### config.mk
export PLATFORM = sky130hd
export DESIGN_NAME = ordered_list_with_search_delete_unit
export DESIGN_NICKNAME = d
export VERILOG_FILES = /design/src/olsd_pkg.sv /design/src/olsd_ram.sv /design/src/ordered_list_with_search_delete_unit.sv
export SDC_FILE = /design/constraint.sdc
export NUM_CORES = 2
export LEC_CHECK = 0
export BUFFER_PORTS_ARGS = -buffer_cell sky130_fd_sc_hd__buf_2
export CORE_UTILIZATION = 60
export DETAILED_ROUTE_END_ITERATION = 12
export GPL_ROUTABILITY_DRIVEN = 0
export HOLD_SLACK_MARGIN = 0.06
export PLACE_DENSITY = 0.77
export SLEW_MARGIN = 0
export SYNTH_ARGS = -nofsm -noshare
export SYNTH_HDL_FRONTEND = slang
export SYNTH_HIERARCHICAL = 1
export SYNTH_SLANG_ARGS = --single-unit
export TNS_END_PERCENT = 50
### constraint.sdc
create_clock -name clock -period 20.8 [get_ports clock]
set_input_delay 4.16 -clock clock [delete_from_list [all_inputs] [get_ports clock]]
set_output_delay 4.16 -clock clock [all_outputs]
set_load 0.01 [all_outputs]
### src/olsd_pkg.sv
// Shared types, sizes and the control store for the ordered list unit.
// Depends on nothing; imported by olsd_ram users and the top level.
`timescale 1ns / 1ps

package olsd_pkg;

   localparam int CAPACITY   = 16;
   localparam int VALUE_W    = 64;
   localparam int FUNC_W     = 3;
   localparam int INDEX_W    = 4;
   localparam int STATUS_W   = 2;
   localparam int POSITION_W = 4;
   localparam int COUNT_W    = 5;
   localparam int ADDR_W     = $clog2(CAPACITY);
   localparam int CNT_W      = $clog2(CAPACITY + 1);
   localparam int CMP_W      = (CNT_W > INDEX_W) ? CNT_W + 1 : INDEX_W + 1;

   // request codes
   localparam logic [FUNC_W-1:0] FN_APPEND    = 3'd0;
   localparam logic [FUNC_W-1:0] FN_POP       = 3'd1;
   localparam logic [FUNC_W-1:0] FN_REMOVE_AT = 3'd2;
   localparam logic [FUNC_W-1:0] FN_REMOVE_V  = 3'd3;
   localparam logic [FUNC_W-1:0] FN_FIND      = 3'd4;
   localparam logic [FUNC_W-1:0] FN_CLEAR     = 3'd5;

   typedef enum logic [1:0] {
      ST_OK    = 2'd0,
      ST_FULL  = 2'd1,
      ST_MISS  = 2'd2,
      ST_RANGE = 2'd3
   } status_type;

   typedef enum logic [4:0] {
      S_IDLE, S_APP0, S_APP1, S_POP0, S_POP1, S_RAT0, S_CMP0, S_CMP1,
      S_CMP_DONE, S_SCN0, S_SCN1, S_SCN2, S_HIT, S_HIT1, S_FIND_OK,
      S_CLR, S_FAIL_FULL, S_FAIL_MISS, S_FAIL_RANGE, S_EMIT
   } step_type;

   typedef enum logic [2:0] {
      SEQ_NEXT, SEQ_JUMP, SEQ_BRANCH, SEQ_HOLD, SEQ_DISPATCH
   } seq_type;

   typedef enum logic [2:0] {
      C_FULL, C_EMPTY, C_RANGE, C_SCAN_END, C_LAST, C_HIT, C_IS_FIND, C_OUT_FREE
   } cond_type;

   typedef struct packed {
      seq_type    seq;
      cond_type   cond;
      step_type   target;
      logic       wr_tail;    // write request value at the tail
      logic       wr_shift;   // write read data one slot down
      logic       rd_cur;     // read entry at pointer
      logic       rd_nxt;     // read entry after pointer
      logic       ptr_idx;    // load pointer and position from request index
      logic       ptr_inc;
      logic       pos_cur;    // capture pointer as position
      logic       cnt_inc;
      logic       cnt_dec;
      logic       cnt_clr;
      logic       set_found;
      logic       st_set;     // load failure status, clear position and found flag
      status_type st;
      logic       emit;
   } ctrl_type;

   // Entry step of each request's routine.
   function automatic step_type dispatch(logic [FUNC_W-1:0] func);
      step_type s;
      case (func)
         FN_APPEND:    s = S_APP0;
         FN_POP:       s = S_POP0;
         FN_REMOVE_AT: s = S_RAT0;
         FN_REMOVE_V:  s = S_SCN0;
         FN_FIND:      s = S_SCN0;
         FN_CLEAR:     s = S_CLR;
         default:      s = S_EMIT;
      endcase
      return s;
   endfunction

   // Control store: one word per step.
   function automatic ctrl_type ucode(step_type s);
      ctrl_type w;
      w        = '0;
      w.seq    = SEQ_NEXT;
      w.cond   = C_FULL;
      w.target = S_IDLE;
      w.st     = ST_OK;
      case (s)
         S_IDLE: begin
            w.seq = SEQ_DISPATCH;
         end
         S_APP0: begin
            w.seq = SEQ_BRANCH; w.cond = C_FULL; w.target = S_FAIL_FULL;
         end
         S_APP1: begin
            w.seq = SEQ_JUMP; w.target = S_EMIT; w.wr_tail = 1'b1; w.cnt_inc = 1'b1;
         end
         S_POP0: begin
            w.seq = SEQ_BRANCH; w.cond = C_EMPTY; w.target = S_FAIL_MISS;
         end
         S_POP1: begin
            w.seq = SEQ_JUMP; w.target = S_EMIT; w.cnt_dec = 1'b1;
         end
         S_RAT0: begin
            w.seq = SEQ_BRANCH; w.cond = C_RANGE; w.target = S_FAIL_RANGE;
            w.ptr_idx = 1'b1;
         end
         S_CMP0: begin
            w.seq = SEQ_BRANCH; w.cond = C_LAST; w.target = S_CMP_DONE;
            w.rd_nxt = 1'b1;
         end
         S_CMP1: begin
            w.seq = SEQ_JUMP; w.target = S_CMP0; w.wr_shift = 1'b1; w.ptr_inc = 1'b1;
         end
         S_CMP_DONE: begin
            w.seq = SEQ_JUMP; w.target = S_EMIT; w.cnt_dec = 1'b1;
         end
         S_SCN0: begin
            w.seq = SEQ_BRANCH; w.cond = C_SCAN_END; w.target = S_FAIL_MISS;
            w.rd_cur = 1'b1; w.pos_cur = 1'b1;
         end
         S_SCN1: begin
            w.seq = SEQ_BRANCH; w.cond = C_HIT; w.target = S_HIT;
         end
         S_SCN2: begin
            w.seq = SEQ_JUMP; w.target = S_SCN0; w.ptr_inc = 1'b1;
         end
         S_HIT: begin
            w.seq = SEQ_BRANCH; w.cond = C_IS_FIND; w.target = S_FIND_OK;
         end
         S_HIT1: begin
            w.seq = SEQ_JUMP; w.target = S_CMP0;
         end
         S_FIND_OK: begin
            w.seq = SEQ_JUMP; w.target = S_EMIT; w.set_found = 1'b1;
         end
         S_CLR: begin
            w.seq = SEQ_JUMP; w.target = S_EMIT; w.cnt_clr = 1'b1;
         end
         S_FAIL_FULL: begin
            w.seq = SEQ_JUMP; w.target = S_EMIT; w.st_set = 1'b1; w.st = ST_FULL;
         end
         S_FAIL_MISS: begin
            w.seq = SEQ_JUMP; w.target = S_EMIT; w.st_set = 1'b1; w.st = ST_MISS;
         end
         S_FAIL_RANGE: begin
            w.seq = SEQ_JUMP; w.target = S_EMIT; w.st_set = 1'b1; w.st = ST_RANGE;
         end
         S_EMIT: begin
            w.seq = SEQ_HOLD; w.cond = C_OUT_FREE; w.target = S_IDLE; w.emit = 1'b1;
         end
         default: begin
            w.seq = SEQ_JUMP; w.target = S_IDLE;
         end
      endcase
      return w;
   endfunction

endpackage

### src/olsd_ram.sv
// Generic single-write, single-read RAM with registered read data.
// Stand-alone; no package dependency.
`timescale 1ns / 1ps

module olsd_ram #(
   parameter int WIDTH = 64,
   parameter int DEPTH = 16
) (
   input  logic                     clock,
   input  logic                     wr_en,
   input  logic [$clog2(DEPTH)-1:0] wr_addr,
   input  logic [WIDTH-1:0]         wr_data,
   input  logic                     rd_en,
   input  logic [$clog2(DEPTH)-1:0] rd_addr,
   output logic [WIDTH-1:0]         rd_data
);

   logic [WIDTH-1:0] mem_ff [DEPTH];

   always_ff @(posedge clock) begin
      if (wr_en) begin
         mem_ff[wr_addr] <= wr_data;
      end
      if (rd_en) begin
         rd_data <= mem_ff[rd_addr];
      end
   end

endmodule

### src/ordered_list_with_search_delete_unit.sv
// Ordered list unit: top level with the microcoded sequencer and datapath.
// Depends on olsd_pkg and olsd_ram.
`timescale 1ns / 1ps

// The unit keeps an ordered list of up to CAPACITY 64-bit values in a RAM
// and serves one request at a time: append, remove last, remove at index,
// remove value, find value and clear, each answered by exactly one result
// with status, found flag, position and the count after the request. A
// request is taken only while the sequencer sits at its idle step; a
// finished result waits in the output register, so the next request is
// taken while the previous result is still pending. Timing is set by the
// single RAM read port walked by the microprogram. An unused code goes
// straight to the emit step; clear, append, remove last and the failed checks
// of append, remove last and remove at index pass through their own steps
// before it. A search reads, compares and advances for each entry in turn, a
// find answering at the first hit and a miss after the last entry; remove
// value answers a miss the same way. A removal closes the gap by shifting
// each later entry one slot down, for remove at index from the given index
// and for remove value from the hit position. A result that finds the output
// register still occupied holds the sequencer at its emit step for as long
// as it waits. The sequencer returns to its idle step on the same edge that
// loads the result, so the next request can be accepted while that result
// is shown. The list is empty after reset; no clearing pass is needed
// because entries at or above the count never affect a result.
module ordered_list_with_search_delete_unit (
   input  logic                           clock,
   input  logic                           reset,
   input  logic                           req_valid,
   output logic                           req_ready,
   input  logic [olsd_pkg::FUNC_W-1:0]    req_func,
   input  logic [olsd_pkg::VALUE_W-1:0]   req_value,
   input  logic [olsd_pkg::INDEX_W-1:0]   req_index,
   output logic                           rsp_valid,
   input  logic                           rsp_ready,
   output logic [olsd_pkg::STATUS_W-1:0]  rsp_status,
   output logic                           rsp_found,
   output logic [olsd_pkg::POSITION_W-1:0] rsp_position,
   output logic [olsd_pkg::COUNT_W-1:0]   rsp_count
);

   import olsd_pkg::*;

   // sequencer and request registers
   step_type                upc_ff, upc_in;
   logic [FUNC_W-1:0]       func_ff, func_in;
   logic [VALUE_W-1:0]      value_ff, value_in;
   logic [INDEX_W-1:0]      index_ff, index_in;

   // datapath registers
   logic [CNT_W-1:0]        count_ff, count_in;
   logic [CNT_W-1:0]        ptr_ff, ptr_in;
   logic [CNT_W-1:0]        pos_ff, pos_in;
   logic                    found_ff, found_in;
   status_type              status_ff, status_in;

   // result register
   logic                    rsp_valid_ff, rsp_valid_in;
   status_type              rsp_status_ff, rsp_status_in;
   logic                    rsp_found_ff, rsp_found_in;
   logic [POSITION_W-1:0]   rsp_position_ff, rsp_position_in;
   logic [COUNT_W-1:0]      rsp_count_ff, rsp_count_in;

   ctrl_type                ctrl;
   logic                    accept;
   logic                    out_free;
   logic                    cond_true;
   logic [CNT_W-1:0]        ptr_nxt;
   logic                    ram_wr_en;
   logic [ADDR_W-1:0]       ram_wr_addr;
   logic [VALUE_W-1:0]      ram_wr_data;
   logic                    ram_rd_en;
   logic [ADDR_W-1:0]       ram_rd_addr;
   logic [VALUE_W-1:0]      ram_rd_data;

   assign ctrl      = ucode(upc_ff);
   assign req_ready = (upc_ff == S_IDLE);
   assign accept    = req_valid && req_ready;
   assign out_free  = !rsp_valid_ff || rsp_ready;
   assign ptr_nxt   = ptr_ff + 1'b1;

   // Condition select for branches and holds.
   always_comb begin
      case (ctrl.cond)
         C_FULL:     cond_true = ({1'b0, count_ff} >= (CNT_W + 1)'(CAPACITY));
         C_EMPTY:    cond_true = (count_ff == '0);
         C_RANGE:    cond_true = (CMP_W'(index_ff) >= CMP_W'(count_ff));
         C_SCAN_END: cond_true = (ptr_ff >= count_ff);
         C_LAST:     cond_true = ((ptr_ff + (CNT_W + 1)'(1)) >= {1'b0, count_ff});
         C_HIT:      cond_true = (ram_rd_data == value_ff);
         C_IS_FIND:  cond_true = (func_ff == FN_FIND);
         C_OUT_FREE: cond_true = out_free;
         default:    cond_true = 1'b0;
      endcase
   end

   // Next step.
   always_comb begin
      case (ctrl.seq)
         SEQ_NEXT:     upc_in = step_type'(upc_ff + 5'd1);
         SEQ_JUMP:     upc_in = ctrl.target;
         SEQ_BRANCH:   upc_in = cond_true ? ctrl.target : step_type'(upc_ff + 5'd1);
         SEQ_HOLD:     upc_in = cond_true ? ctrl.target : upc_ff;
         SEQ_DISPATCH: upc_in = accept ? dispatch(req_func) : upc_ff;
         default:      upc_in = S_IDLE;
      endcase
   end

   // Datapath updates driven by the control word.
   always_comb begin
      func_in         = func_ff;
      value_in        = value_ff;
      index_in        = index_ff;
      count_in        = count_ff;
      ptr_in          = ptr_ff;
      pos_in          = pos_ff;
      found_in        = found_ff;
      status_in       = status_ff;
      rsp_valid_in    = rsp_valid_ff;
      rsp_status_in   = rsp_status_ff;
      rsp_found_in    = rsp_found_ff;
      rsp_position_in = rsp_position_ff;
      rsp_count_in    = rsp_count_ff;

      // latch the request and start from a clean result
      if (accept) begin
         func_in   = req_func;
         value_in  = req_value;
         index_in  = req_index;
         ptr_in    = '0;
         pos_in    = '0;
         found_in  = 1'b0;
         status_in = ST_OK;
      end

      if (ctrl.ptr_idx) begin
         ptr_in = CNT_W'(index_ff);
         pos_in = CNT_W'(index_ff);
      end
      if (ctrl.pos_cur)   pos_in = ptr_ff;
      if (ctrl.ptr_inc)   ptr_in = ptr_nxt;
      if (ctrl.cnt_inc)   count_in = count_ff + 1'b1;
      if (ctrl.cnt_dec)   count_in = count_ff - 1'b1;
      if (ctrl.cnt_clr)   count_in = '0;
      if (ctrl.set_found) found_in = 1'b1;
      if (ctrl.st_set) begin
         status_in = ctrl.st;
         pos_in    = '0;
         found_in  = 1'b0;
      end

      // drop the taken result, then load a new one when the register frees
      if (rsp_valid_ff && rsp_ready) rsp_valid_in = 1'b0;
      if (ctrl.emit && out_free) begin
         rsp_valid_in    = 1'b1;
         rsp_status_in   = status_ff;
         rsp_found_in    = found_ff;
         rsp_position_in = POSITION_W'(pos_ff);
         rsp_count_in    = COUNT_W'(count_ff);
      end
   end

   always_ff @(posedge clock) begin
      if (reset) begin
         upc_ff       <= S_IDLE;
         count_ff     <= '0;
         rsp_valid_ff <= 1'b0;
      end else begin
         upc_ff       <= upc_in;
         count_ff     <= count_in;
         rsp_valid_ff <= rsp_valid_in;
      end
      func_ff         <= func_in;
      value_ff        <= value_in;
      index_ff        <= index_in;
      ptr_ff          <= ptr_in;
      pos_ff          <= pos_in;
      found_ff        <= found_in;
      status_ff       <= status_in;
      rsp_status_ff   <= rsp_status_in;
      rsp_found_ff    <= rsp_found_in;
      rsp_position_ff <= rsp_position_in;
      rsp_count_ff    <= rsp_count_in;
   end

   // Entry store: append writes at the tail, compaction moves an entry down.
   assign ram_wr_en   = ctrl.wr_tail || ctrl.wr_shift;
   assign ram_wr_addr = ctrl.wr_tail ? count_ff[ADDR_W-1:0] : ptr_ff[ADDR_W-1:0];
   assign ram_wr_data = ctrl.wr_tail ? value_ff : ram_rd_data;
   assign ram_rd_en   = ctrl.rd_cur || ctrl.rd_nxt;
   assign ram_rd_addr = ctrl.rd_nxt ? ptr_nxt[ADDR_W-1:0] : ptr_ff[ADDR_W-1:0];

   olsd_ram #(
      .WIDTH (VALUE_W),
      .DEPTH (CAPACITY)
   ) u_entries (
      .clock   (clock),
      .wr_en   (ram_wr_en),
      .wr_addr (ram_wr_addr),
      .wr_data (ram_wr_data),
      .rd_en   (ram_rd_en),
      .rd_addr (ram_rd_addr),
      .rd_data (ram_rd_data)
   );

   assign rsp_valid    = rsp_valid_ff;
   assign rsp_status   = rsp_status_ff;
   assign rsp_found    = rsp_found_ff;
   assign rsp_position = rsp_position_ff;
   assign rsp_count    = rsp_count_ff;

   // the count never runs past the store
   a_count_bound: assert property (@(posedge clock) disable iff (reset)
      {1'b0, count_ff} <= (CNT_W + 1)'(CAPACITY))
      else $error("entry count exceeds capacity");

   // a shift only ever moves an entry that lies below the count
   a_shift_in_list: assert property (@(posedge clock) disable iff (reset)
      ctrl.wr_shift |-> ((ptr_ff + (CNT_W + 1)'(1)) < {1'b0, count_ff}))
      else $error("compaction write outside the list");

   // a result loaded by the emit step is shown on the next cycle
   a_emit_shows: assert property (@(posedge clock) disable iff (reset)
      (upc_ff == S_EMIT && out_free) |=> (rsp_valid_ff && upc_ff == S_IDLE))
      else $error("emit step did not produce a result");

   // a reported match always carries a good status
   a_found_ok: assert property (@(posedge clock) disable iff (reset)
      (rsp_valid_ff && rsp_found_ff) |-> (rsp_status_ff == ST_OK))
      else $error("found flag with failure status");

endmodule
==> results.tsv <==
stage	metric	value	unit
outcome	status	finished clean	
global_route	initial antenna violation count	6	
power_and_ir_drop	PD cells	118	nW/um^2
setup_path	CP startpoint	upc_ff[4]	
power_and_ir_drop	Static Leak	16.4	nW
global_route	GRT Residual Overflow	0	
timing	Hold Violations, Final	0	
cts	worst skew pair latency	0.67	ns
global_route	GR peak layer	met2	
yosys	Netlist Area Pre-Place	46500	sq um
timing	slew at the pin with the worst max-slew slack	1.19	ns
setup_path	reg-to-reg startpoint	upc_ff[4]	
yosys	Main synth FF type	edfxtp_1	
setup_path	slowest cell on the critical path	dfxtp_1	
cells_and_area	# fillers	4579	
setup_path	Worst Setup End Kind	output port	
global_route	first-pass GRT wire length	155	mm
route	DRT iter0 DRCs	2765	
cts	cts bufs inserted	112	
timing	relative slew slack	20.1	%
cts	H-tree depth	3	
cells_and_area	nets	2411	
global_route	met1 Use GR	38.2	%
setup_path	Crit Path Class	reg2out	
route	First-pass DRT Iterations	6	
floorplan	Initial Util	60.9	%
setup_path	worst flop-to-flop path endpoint	u_entries/rd_data[54]	
setup_path	max incr delay on CP	0.80	ns
route	vias	23000	
yosys	synth warn	6	
floorplan	Core ar.	76300	sq um
route	WL final	107	mm
setup_path	worst r2r path cells	10	
yosys	Post-synth ARST share	0	%
yosys	Avg Cell Area, Syn	21.4	sq um
floorplan	I/O pin count	89	
setup_path	Critical Path RT	16.64	ns
floorplan	Die Span X	280	um
hold_path	Hold Crit Class	reg2reg	
cts	CTS tree	done	
floorplan	die height	280	um
yosys	Post-Syn Instances	2172	
timing	Max Fclk	150	MHz
global_route	largest net degree at the start of global routing	155	
place	DP HPWL	52.3	mm
cts	Clock Sink Count	1194	
place	IO Port Bufs	88	
cts	clock root buffer master	clkbuf_16	
yosys	FF+latch count, synth	1194	
yosys	synth unique cells	71	
global_route	vias in the first global route	23200	
timing	RSZ-0062 raised after global routing	no	
cells_and_area	final core occ	67.7	%
yosys	number of synthesized flops with an enable pin	1178	
global_route	GRT met3 Usage	5.09	%
timing	Hold WS	0.421	ns
route	routed len/inst	31.2	um
flow_run	Max Cap Viol	0	
hold_path	min-delay src	status_ff[0]	
timing	min Tclk post-route	6.68	ns
cts	Post-CTS Hold Fix Bufs	0	
power_and_ir_drop	Max IR drop VDD	85.4	uV
timing	worst clock skew	0.0272	ns
setup_path	flop2flop setup slack	15.04	ns
setup_path	crit start category	flop	
route	vias per cell	6.70	
floorplan	die area	78600	sq um
cts	Worst-path clk slew	0.06	ns
cells_and_area	area grow syn2layout	11.1	%
setup_path	worst setup path end	req_ready	
global_route	met2 GRT Util	45.3	%
setup_path	cell chain of the critical path	clkinv_1 -> nand3_1 -> inv_1 -> buf_2	
setup_path	Worst EP arrival	2.52	ns
timing	post-route clock period utilization	32.1	%
route	DRC errors left	0	
power_and_ir_drop	total power	0.00612	W
setup_path	CP max FO	20	
cts	Post-CTS Setup Bufs	0	
yosys	Mapped Nets	2271	
route	Routed Antenna Nets	0	
cells_and_area	Multi-input gate area	10400	sq um
timing	max-slew violations	0	
cts	Resized cells post-CTS	0	
timing	final setup violation count	0	
cells_and_area	share of layout cells above drive strength 1	27.3	%
global_route	gr usage total	27.8	%
cells_and_area	Register Area	35700	sq um
cts	clk buf depth	3	
timing	TNS Setup	0	ns
yosys	sequential element share of the synthesized area	76.7	%
floorplan	cell row count	101	
[cells by family (layout without fill, tap and decap cells)]
logic type | Yosys count | after routing | synth area share, %
xor gates and xnor gates | 76 | 76 | 1.43
AOI/OAI and AO/OA | 202 | 202 | 3.26
and+or+nand+nor | 223 | 223 | 2.29
adders and majority gates | 24 | 24 | 0.662
buffers and inverters | 120 | 347 | 1.35
muxes | 333 | 333 | 14.3
other | 0 | 4 | 0
DFF | 1194 | 1194 | 76.7
[registers in the layout (all words and copies together) (netlist names), 3 cells and up]
name,flops
func_ff,3
rsp_position,4
ptr_ff,5
u_entries/rd_data,64
pos_ff,4
rsp_count,5
upc_ff,5
count_ff,5
index_ff,4
u_entries/mem_ff,1024
value_ff,64
[layer usage]
layer	vias up	routed length, um
li1	9336	-
met3	210	11300
met1	12000	39400
met5	-	0
met4	0	3360
met2	1465	53200
[synthesized netlist by cell type (all sizes together), types with 5 or more instances]
cell / instances / area, sq um
mux2i: 5 / 50.1
xnor2: 39 / 342
buf: 63 / 414
xor2: 37 / 324
nor2b: 8 / 57.6
nand4: 13 / 81.3
mux2: 72 / 822
ha: 23 / 288
o21ai: 15 / 78.8
mux4: 256 / 5770
clkbuf: 43 / 163
nor3: 14 / 75.1
dfxtp: 16 / 320
nor2: 54 / 220
a22oi: 135 / 1020
nand2b: 7 / 43.8
nand2: 88 / 333
a211oi: 5 / 37.5
edfxtp: 1178 / 35400
inv: 13 / 48.8
nand3: 10 / 50.1
a21oi: 18 / 109
nor4: 10 / 62.6
[placed cells by master (no fill, tap or decap), types with 16 or more instances in the layout]
cell	synthesis	routed
mux4_2	256	256
nor2_1	51	37
a22oi_1	133	133
clkinv_2	0	18
buf_4	9	42
ha_1	23	23
nand2_1	87	87
mux2_2	69	68
edfxtp_1	1178	1178
clkbuf_16	0	114
xnor2_1	39	38
nor2_4	2	16
clkbuf_1	42	30
dfxtp_1	16	16
xor2_1	37	37
buf_2	19	88
clkinv_1	1	22
[worst max-delay path: cells and delay by family (launching register included)]
kind                   cells  cell delay [ns]
AND/OR/NAND/NOR            1             0.28
flip-flops                 1             0.80
buffers and inverters      3             0.76
[area by class of cell]
type | instances | area share [%]
clock buffers | 147 | 5.82
flip-flops and latches | 1194 | 69.1
diodes | 4 | 0.0194
well taps | 1030 | 2.49
multi-input cells | 858 | 20.1
inverters | 14 | 0.107
clock inverters | 54 | 0.905
repair buffers | 132 | 1.54
[worst min path at each step]
stage	cells past startpoint	end	slack (ns)
after floorplan	0	rsp_status[0]	0.40
after global placement	0	rsp_status[0]	0.40
after detailed placement	0	rsp_status[0]	0.41
after CTS	0	rsp_found	0.42
after global routing	0	rsp_found	0.43
final	0	rsp_status[0]	0.42
[where the power goes]
group / internal [W] / total [W] / switching [W]
registers: 0.00291 / 0.00298 / 0.0000730
clock network: 0.00111 / 0.00195 / 0.000844
logic: 0.000459 / 0.00118 / 0.000725
total: 0.00448 / 0.00612 / 0.00164
[per-stage QoR]
step / worst slack, ns / cells / cell area (sq um)
detailed placement: 14.76 / 3228 / 48200
global placement: 14.83 / 3228 / 48200
floorplan: 13.53 / 2172 / 46500
CTS: 14.16 / 3429 / 51700
global route: 13.98 / 3432 / 51700
finish: 14.12 / 3433 / 51700
Note: power is estimated with default switching activity, not from simulation.
